$ cat config.mk
export PLATFORM = sky130hd
export DESIGN_NAME = wcsa_shiftsub
export DESIGN_NICKNAME = d
export VERILOG_FILES = /design/src/rtl/weighted_cell_statistics_accumulator_unit_defines.svh /design/src/rtl/wcsa_pkg.sv /design/src/rtl/wcsa_shiftsub.sv
export SDC_FILE = /design/constraint.sdc
export NUM_CORES = 1
export LEC_CHECK = 0
export ABC_AREA = 0
export BUFFER_PORTS_ARGS = -buffer_cell sky130_fd_sc_hd__buf_2
export CAP_MARGIN = 0
export CORE_MARGIN = 1.5
export CORE_UTILIZATION = 47
export CTS_BUF_LIST = sky130_fd_sc_hd__clkbuf_8
export CTS_CLUSTER_DIAMETER = 100
export CTS_CLUSTER_SIZE = 16
export DETAILED_ROUTE_END_ITERATION = 6
export GPL_TIMING_DRIVEN = 0
export PLACE_DENSITY = 0.81
export REMOVE_ABC_BUFFERS = 1
export SLEW_MARGIN = 20
export SYNTH_ARGS = -nofsm -noshare
export SYNTH_HDL_FRONTEND = slang
export SYNTH_SLANG_ARGS = --single-unit
$ cat constraint.sdc
create_clock -name clock -period 12.7 [get_ports clock]
set_clock_uncertainty 0.1 [all_clocks]
set_input_delay 1.905 -clock clock [delete_from_list [all_inputs] [get_ports clock]]
set_output_delay 1.905 -clock clock [all_outputs]
set_load 0.01 [all_outputs]
$ cat src/rtl/weighted_cell_statistics_accumulator_unit_defines.svh
// Assertion macros shared by the RTL.
`ifndef WEIGHTED_CELL_STATISTICS_ACCUMULATOR_UNIT_DEFINES_SVH
`define WEIGHTED_CELL_STATISTICS_ACCUMULATOR_UNIT_DEFINES_SVH
`ifndef NO_ASSERTIONS
`define WCSA_ASSERT(label, clk, rst, prop) \
   label: assert property (@(posedge clk) disable iff (rst) prop) \
      else $error("wcsa assertion failed");
`define WCSA_ASSERT_NEXT(label, clk, rst, ante, cons) \
   label: assert property (@(posedge clk) disable iff (rst) ante |=> cons) \
      else $error("wcsa assertion failed");
`else
`define WCSA_ASSERT(label, clk, rst, prop)
`define WCSA_ASSERT_NEXT(label, clk, rst, ante, cons)
`endif
`endif

$ cat src/rtl/wcsa_pkg.sv
package wcsa_pkg;

   localparam logic MODE_DIV  = 1'b0;
   localparam logic MODE_SQRT = 1'b1;

   localparam int ITER_COUNT = 32;
   localparam int CSR_AW     = 3;

   localparam logic REG_STATS_ENABLED   = 1'b0;
   localparam logic REG_SAMPLE_INTERVAL = 1'b1;

   localparam logic [47:0] SUM_MAX = 48'hFFFF_FFFF_FFFF;

   typedef struct packed {
      logic start;
      logic mode;
   } wcsa_cmd_type;

   typedef struct packed {
      logic busy;
      logic done;
   } wcsa_status_type;

   typedef struct packed {
      logic [47:0] sum;
      logic [31:0] mean;
      logic [63:0] msq;
   } wcsa_entry_type;

endpackage

$ cat src/rtl/wcsa_shiftsub.sv
// Shared shift-and-subtract unit: long division (one bit per cycle) or
// digit-by-digit square root (two bits per cycle), 32 steps either way.
module wcsa_shiftsub (
   input  logic                      clock,
   input  logic                      reset,
   input  wcsa_pkg::wcsa_cmd_type    cmd,
   input  logic [48:0]               r_init,
   input  logic [32:0]               q_init,
   input  logic [63:0]               src,
   input  logic [47:0]               divisor,
   output wcsa_pkg::wcsa_status_type status,
   output logic [32:0]               quo,
   output logic [48:0]               rem
);

   logic        mode_ff;
   logic [48:0] r_ff;
   logic [32:0] q_ff;
   logic [63:0] src_ff;
   logic [47:0] d_ff;
   logic [5:0]  cnt_ff;
   logic        busy_ff;
   logic        done_ff;

   logic [49:0] r2;
   logic [49:0] trial;
   logic [49:0] diff;
   logic        ge;
   logic [48:0] r_in;
   logic [63:0] src_in;

   always_comb begin
      if (mode_ff == wcsa_pkg::MODE_SQRT) begin
         r2     = {r_ff[47:0], src_ff[63:62]};
         trial  = {16'd0, q_ff[31:0], 2'b01};
         src_in = {src_ff[61:0], 2'b00};
      end else begin
         r2     = {r_ff, src_ff[63]};
         trial  = {2'd0, d_ff};
         src_in = {src_ff[62:0], 1'b0};
      end
      ge   = (r2 >= trial);
      diff = r2 - trial;
      r_in = ge ? diff[48:0] : r2[48:0];
   end

   always_ff @(posedge clock) begin
      if (reset) begin
         busy_ff <= 1'b0;
         done_ff <= 1'b0;
         cnt_ff  <= '0;
      end else begin
         done_ff <= 1'b0;
         if (cmd.start) begin
            busy_ff <= 1'b1;
            cnt_ff  <= 6'(wcsa_pkg::ITER_COUNT);
         end else if (busy_ff) begin
            cnt_ff <= cnt_ff - 6'd1;
            if (cnt_ff == 6'd1) begin
               busy_ff <= 1'b0;
               done_ff <= 1'b1;
            end
         end
      end
   end

   always_ff @(posedge clock) begin
      if (cmd.start) begin
         mode_ff <= cmd.mode;
         r_ff    <= r_init;
         q_ff    <= q_init;
         src_ff  <= src;
         d_ff    <= divisor;
      end else if (busy_ff) begin
         r_ff   <= r_in;
         q_ff   <= {q_ff[31:0], ge};
         src_ff <= src_in;
      end
   end

   assign status.busy = busy_ff;
   assign status.done = done_ff;
   assign quo         = q_ff;
   assign rem         = r_ff;

endmodule

==> run_results.csv, run 1 <==
group,metric,value,unit
critical_path,slowest_stage,"a211oi_4",
power,power,3.02,mW
floorplanning,io_pins,282,
layout,multi_input_area,6250,um2
placed_design,portBuffers,281,
global_route,antenna_found_initial,7,
critical_path,path_cells,"buf_16 > buf_8 > buf_8 > mux2_2 > ha_1 > o211ai_1 > a21oi_1 > o2111ai_1 > nand4_1 > a21oi_2 > a22oi_4 > a211oi_4 > or2_2 > buf_16 > mux2_4 > o21ai_1",
drt,via_per_inst,5.64,
layout,areaGrowthSynthToFinish,17.1,%
layout,final-seq-area,6020,um2
hold_path,min_path_cells,2,
critical_path,reg2reg_depth,16,
critical_path,critPathKind,"reg -> reg",
sta,slew_viol_final,0,
clocking,cts.clk_slew.worst_paths,0.11,ns
drt,wl,31500,um
layout,n_fill_cell,2269,
synth,synth_top_area_share,46.2,%
critical_path,crit_required,12.97,ns
placed_design,gp_congestion,0.891,
drt,first_iter_violations,616,
layout,drive_gt1_share,29.1,%
sta,final-hold-violation-count,0,
clocking,clk_path_buf_depth,3,
floorplanning,rows,59,
synth,synth_cells,1197,
floorplanning,initial_core_util,48.3,%
drt,ant_nets,0,
global_route,grt_pass1_vias,9702,
global_route,grtUsageTotal,21.7,%
clocking,htreeDepth,1,
synth,synth.distinct_cells,72,
critical_path,cp_top_family,"compound AO/OA/AOI/OAI gates",
global_route,grt-ovfl-total,0,
synth,ys_async_sr_fraction,0,%
synth,synth_enable_flop_cells,195,
drt,drc_errors,0,
power,irDropWorstVdd,0.000102,V
critical_path,cp_slowest_stage_delay,0.95,ns
clocking,numCtsBuffers,16,
layout,design_area,14900,um2
hold_path,worstHoldPathType,"reg -> reg",
run,cap_violations,0,
sta,max_slew_margin,25.6,%
critical_path,start_kind,"register",
critical_path,cp-end-kind,"register",
layout,final_nets,1689,
layout,utilization,56.5,%
clocking,clkLatencyLatePin,0.54,ns
drt,wire_per_inst,17.6,um
clocking,cts_tree,"yes",
global_route,grt_max_degree,142,
clocking,postCtsHoldBufs,0,
layout,fin_cells,1784,
clocking,cts_sinks,203,
power,pwr_density_cell,203,nW/um2
floorplanning,die_y,167,um
run_status,outcome,"complete, no violations",
synth,avgSynthCellArea,10.6,um2
critical_path,critPathMaxFanout,21,
floorplanning,fp.dieW,167,um
clocking,cts_setup_buffers,0,
placed_design,dp.cells,1757,
critical_path,rrSetupSlack,6.93,ns
global_route,grt_pass1_wl,49500,um
hold_path,hold_start,"cnt_ff[1]",
synth,ys_seq_area_share,47.4,%
critical_path,cp.depth,16,
critical_path,critPathBufInv,4,
synth,yosysTopAreaCell,"edfxtp_1",
critical_path,arrival,6.04,ns
sta,tightest_slew,1.11,ns
synth,synth_area_leaders,"edfxtp_1 (46%), mux2i_1 (8.8%), mux2_2 (7.1%), ha_1 (4.9%), nand2_1 (4.4%)",
critical_path,rr_endpoint,"rem[0]",
clocking,cts.repair.resized,0,
sta,rsz0062_at_grt,"no",
placed_design,dp_hpwl,23700,um
sta,max_freq,0.173,GHz
floorplanning,design.core.area,26300,um2
clocking,root_buffer,"clkbuf_8",
drt,num_vias,10100,
synth,ys.flop_type,"edfxtp_1",
drt,drtPass1Iterations,5,
synth,ys_warn_count,0,
sta,post-route-period-util,45.4,%
sta,finalSetupViolCount,0,
power,leakage,6.36,nW
sta,layout_min_cycle_time,5.77,ns
synth,ys_ff_latch,203,
hold_path,hold_end,"cnt_ff[1]",
placed_design,dpl-instance-area,14600,um2
floorplanning,die_area,28000,um2
critical_path,r2r_start,"mode_ff",
synth,netlist_area,12700,um2
routing by layer:
layer / global-route usage (%) / vias up / share of wire, % / wire [um]
met5: 0 / - / 0.10 / 33
met4: 4.50 / 6 / 1.8 / 582
met3: 5.48 / 39 / 8.2 / 2580
met2: 37.3 / 381 / 48 / 15000
met1: 27.8 / 4711 / 42 / 13300
li1: - / 4932 / - / -
through the flow:
stage               hold slack [ns]  setup WS [ns]  setup TNS (ns)
finish                        0.405           6.93               0
global placement              0.382          -1.07         -154.96
detailed placement            0.391           7.04               0
CTS                           0.404           6.99               0
floorplan                     0.369           3.75               0
global route                  0.423           6.70               0
cells in the final DEF, fill, tap and decap left out, drive strengths merged, types with 2 or more instances in the layout:
| cell | count |
|---|---|
| o2111ai | 2 |
| mux2 | 82 |
| nand2b | 7 |
| a21o | 21 |
| a31o | 2 |
| o21bai | 9 |
| and2 | 8 |
| o21ai | 104 |
| clkbuf | 16 |
| a21boi | 4 |
| xor2 | 23 |
| a221oi | 2 |
| edfxtp | 195 |
| o31a | 2 |
| or3 | 2 |
| diode | 3 |
| dfxtp | 8 |
| nor2b | 4 |
| a22oi | 2 |
| and3 | 7 |
| inv | 30 |
| nor2 | 73 |
| a2bb2oi | 3 |
| a31oi | 14 |
| nor4 | 3 |
| nand4 | 12 |
| mux2i | 111 |
| o211ai | 7 |
| and4 | 4 |
| nand2 | 150 |
| buf | 300 |
| nor4b | 2 |
| nand3 | 12 |
| ha | 50 |
| xnor2 | 25 |
| or2 | 6 |
| a21oi | 99 |
| a211oi | 6 |
| nor3 | 22 |
cell usage after synthesis (all sizes together), types with 8 or more instances:
| cell | n |
|---|---|
| nand4 | 12 |
| nand3 | 12 |
| o21bai | 9 |
| nor3 | 22 |
| nand2 | 150 |
| mux2i | 111 |
| inv | 22 |
| and2 | 8 |
| a21oi | 99 |
| a31oi | 14 |
| nor2 | 73 |
| a21o | 21 |
| buf | 29 |
| ha | 50 |
| mux2 | 82 |
| xnor2 | 25 |
| clkbuf | 46 |
| xor2 | 23 |
| edfxtp | 195 |
| dfxtp | 8 |
| o21ai | 104 |
how the worst max path moves through the flow:
stage	startpoint	to	slack [ns]
after floorplan	mode_ff	rem[45]	3.75
after global placement	cmd[1]	rem[35]	-1.07
after detailed placement	mode_ff	rem[0]	7.04
after CTS	mode_ff	rem[0]	6.99
after global routing	mode_ff	rem[1]	6.70
final	mode_ff	rem[0]	6.93
where the power goes:
part           internal (mW)  switching, mW  total (mW)
logic                  0.721          0.961        1.68
clock network          0.119          0.220       0.339
registers              0.908         0.0881       0.996
registers in the layout (all words and copies together) (netlist names):
signal and flops:
quo 33, cnt_ff 6, mode_ff 1, d_ff 48, busy_ff 1, rem 49
src_ff 64, done_ff 1
worst min-delay path: cells and delay by family, from the launching register on:
family / cells / cell delay [ns]
DFF: 1 / 0.34
and+or+nand+nor: 1 / 0.08
AOI/OAI and AO/OA: 1 / 0.05
cells by family after synthesis:
logic type	synth area share [%]
mux	16.1
xor+xnor	3.32
simple gates	11.0
flops	47.4
buf+inv	3.37
compound gates	13.7
fa+ha+maj	5.09
area by class of cell:
class	instances	share of cell area (%)
clock buffer	16	1.48
timing repair buffer	300	12.2
antenna	3	0.0505
tap	335	2.82
clock inverter	8	0.253
sequential	203	40.5
inverter	22	0.573
multi-input combinational	897	42.1
Note: power is estimated with default switching activity, not from simulation.
==> run 2, diff against run 1 <==
--- a/config.mk
+++ b/config.mk
@@ -15,7 +15,7 @@
 export CTS_CLUSTER_SIZE = 16
 export DETAILED_ROUTE_END_ITERATION = 6
 export GPL_TIMING_DRIVEN = 0
-export PLACE_DENSITY = 0.81
+export PLACE_DENSITY = 0.84
 export REMOVE_ABC_BUFFERS = 1
 export SLEW_MARGIN = 20
 export SYNTH_ARGS = -nofsm -noshare
==> constraint.sdc (replaced) <==
create_clock -name clock -period 5.28 [get_ports clock]
set_clock_uncertainty 0.1 [all_clocks]
set_input_delay 0.792 -clock clock [delete_from_list [all_inputs] [get_ports clock]]
set_output_delay 0.792 -clock clock [all_outputs]
set_load 0.01 [all_outputs]
==> run_results.csv, run 2 (synthesis results as in run 1) <==
group,metric,value,unit
run_status,outcome,"complete, no violations",
placed_design,portBuffers,281,
critical_path,arrival,5.31,ns
drt,ant_nets,0,
drt,via_per_inst,5.65,
layout,areaGrowthSynthToFinish,17.7,%
layout,largest_register_ff_count,64,
clocking,cts_tree,"yes",
critical_path,crit_required,5.48,ns
sta,layout_min_cycle_time,5.11,ns
critical_path,cp-end-kind,"register",
layout,fin_cells,1788,
layout,mostFrequentLayoutCell,"buf_2",
placed_design,dpl-instance-area,14600,um2
floorplanning,io_pins,282,
global_route,grt_pass1_wl,51100,um
sta,post-route-period-util,96.8,%
clocking,root_buffer,"clkbuf_8",
layout,regMostFlops,"src_ff",
hold_path,min_path_cells,1,
placed_design,gp_congestion,0.880,
layout,most-common-layout-cells,"buf_2 (280), edfxtp_1 (195), nand2_1 (149)",
clocking,cts.clk_slew.worst_paths,0.12,ns
critical_path,start_kind,"register",
floorplanning,fp.dieW,167,um
critical_path,critPathKind,"reg -> reg",
sta,finalSetupViolCount,0,
power,irDropWorstVdd,0.000253,V
drt,wire_per_inst,17.9,um
floorplanning,rows,59,
drt,drc_errors,0,
global_route,grtUsageTotal,22.4,%
clocking,clk_path_buf_depth,3,
sta,max_slew_margin,54.0,%
layout,drive_gt1_share,29.5,%
drt,drtPass1Iterations,5,
floorplanning,die_area,28000,um2
drt,first_iter_violations,834,
placed_design,dp_hpwl,24100,um
layout,final_nets,1694,
sta,hold_slack,0.306,ns
drt,num_vias,10100,
sta,max_freq,0.196,GHz
floorplanning,initial_core_util,48.3,%
drt,wl,32000,um
sta,tightest_slew,0.688,ns
floorplanning,design.core.area,26300,um2
power,leakage,6.40,nW
sta,worst_slack,0.167,ns
clocking,cts_sinks,203,
global_route,grt_max_degree,108,
clocking,clkLatencyLatePin,0.55,ns
sta,final-hold-violation-count,0,
power,pwr_density_cell,493,nW/um2
floorplanning,die_y,167,um
placed_design,pre_cts_slack,-0.478,ns
hold_path,worstHoldPathType,"in -> reg",
run,cap_violations,0,
critical_path,critPathMaxFanout,16,
critical_path,reg2reg_depth,15,
clocking,numCtsBuffers,16,
global_route,grt_pass1_vias,10100,
sta,setup_tns,0,ns
global_route,antenna_found_initial,4,
sta,slew_viol_final,0,
placed_design,dp.cells,1758,
clocking,htreeDepth,1,
layout,design_area,14900,um2
sta,rsz0062_at_grt,"no",
global_route,grt-ovfl-total,0,
## run 2: power breakdown
part / total [mW] / internal [mW] / switching, mW / leakage, nW
Sequential: 2.39 / 2.18 / 0.206 / 2.02
Clock: 0.838 / 0.301 / 0.537 / 0.163
Combinational: 4.13 / 1.78 / 2.35 / 4.22
Total: 7.36 / 4.26 / 3.10 / 6.40
## run 2: metrics by stage
| stage | util, % | power [mW] |
|---|---|---|
| after global placement | 53.9 | 6.28 |
| after floorplan | - | 5.26 |
| after global routing | 56.8 | 7.90 |
| after CTS | 56.6 | 7.30 |
| after detailed placement | 55.5 | 6.43 |
| final | 56.8 | 7.36 |
## run 2: layout make-up
type / instances / area (um2)
antenna: 1 / 2.50
clock buffer: 17 / 234
clock inverter: 8 / 36.3
fill: 2219 / 11400
inverter: 22 / 85.1
multi-input combinational: 897 / 6270
sequential: 203 / 6020
tap: 335 / 419
timing repair buffer: 305 / 1850
## run 2: what timing repair did
action	in CTS	in global routing
setup endpoints to repair	50	12
hold buffers	0	0
pin swaps	1	2
cloned	0	0
setup buffers	2	2
resized for setup	0	6
## run 2: path summary, 6_finish.rpt
kind                     to  slack (ns)   startpoint
setup / recovery    rem[45]        0.17      mode_ff
hold / removal     d_ff[10]        0.31  divisor[10]
setup reg to reg    rem[45]        0.17      mode_ff
hold reg to reg   cnt_ff[1]        0.40    cnt_ff[1]
## run 2: metal layers
| layer | part of all wire [%] | global-route usage [%] |
|---|---|---|
| met5 | 0.069 | 0 |
| met2 | 47 | 38.0 |
| met3 | 7.6 | 4.82 |
| met4 | 2.6 | 5.99 |
| met1 | 42 | 29.1 |
## run 2: worst max-delay path: stages (launching register included)
cell,delay (ns)
edfxtp_1,0.59
buf_16,0.21
buf_16,0.16
buf_8,0.19
buf_8,0.19
mux2_2,0.36
ha_1,0.38
nand3_1,0.15
o21bai_1,0.27
a2111oi_1,0.66
o311ai_2,0.23
o21ai_2,0.33
a31oi_1,0.26
o21ai_0,0.32
xor2_1,0.13
a221o_1,0.32
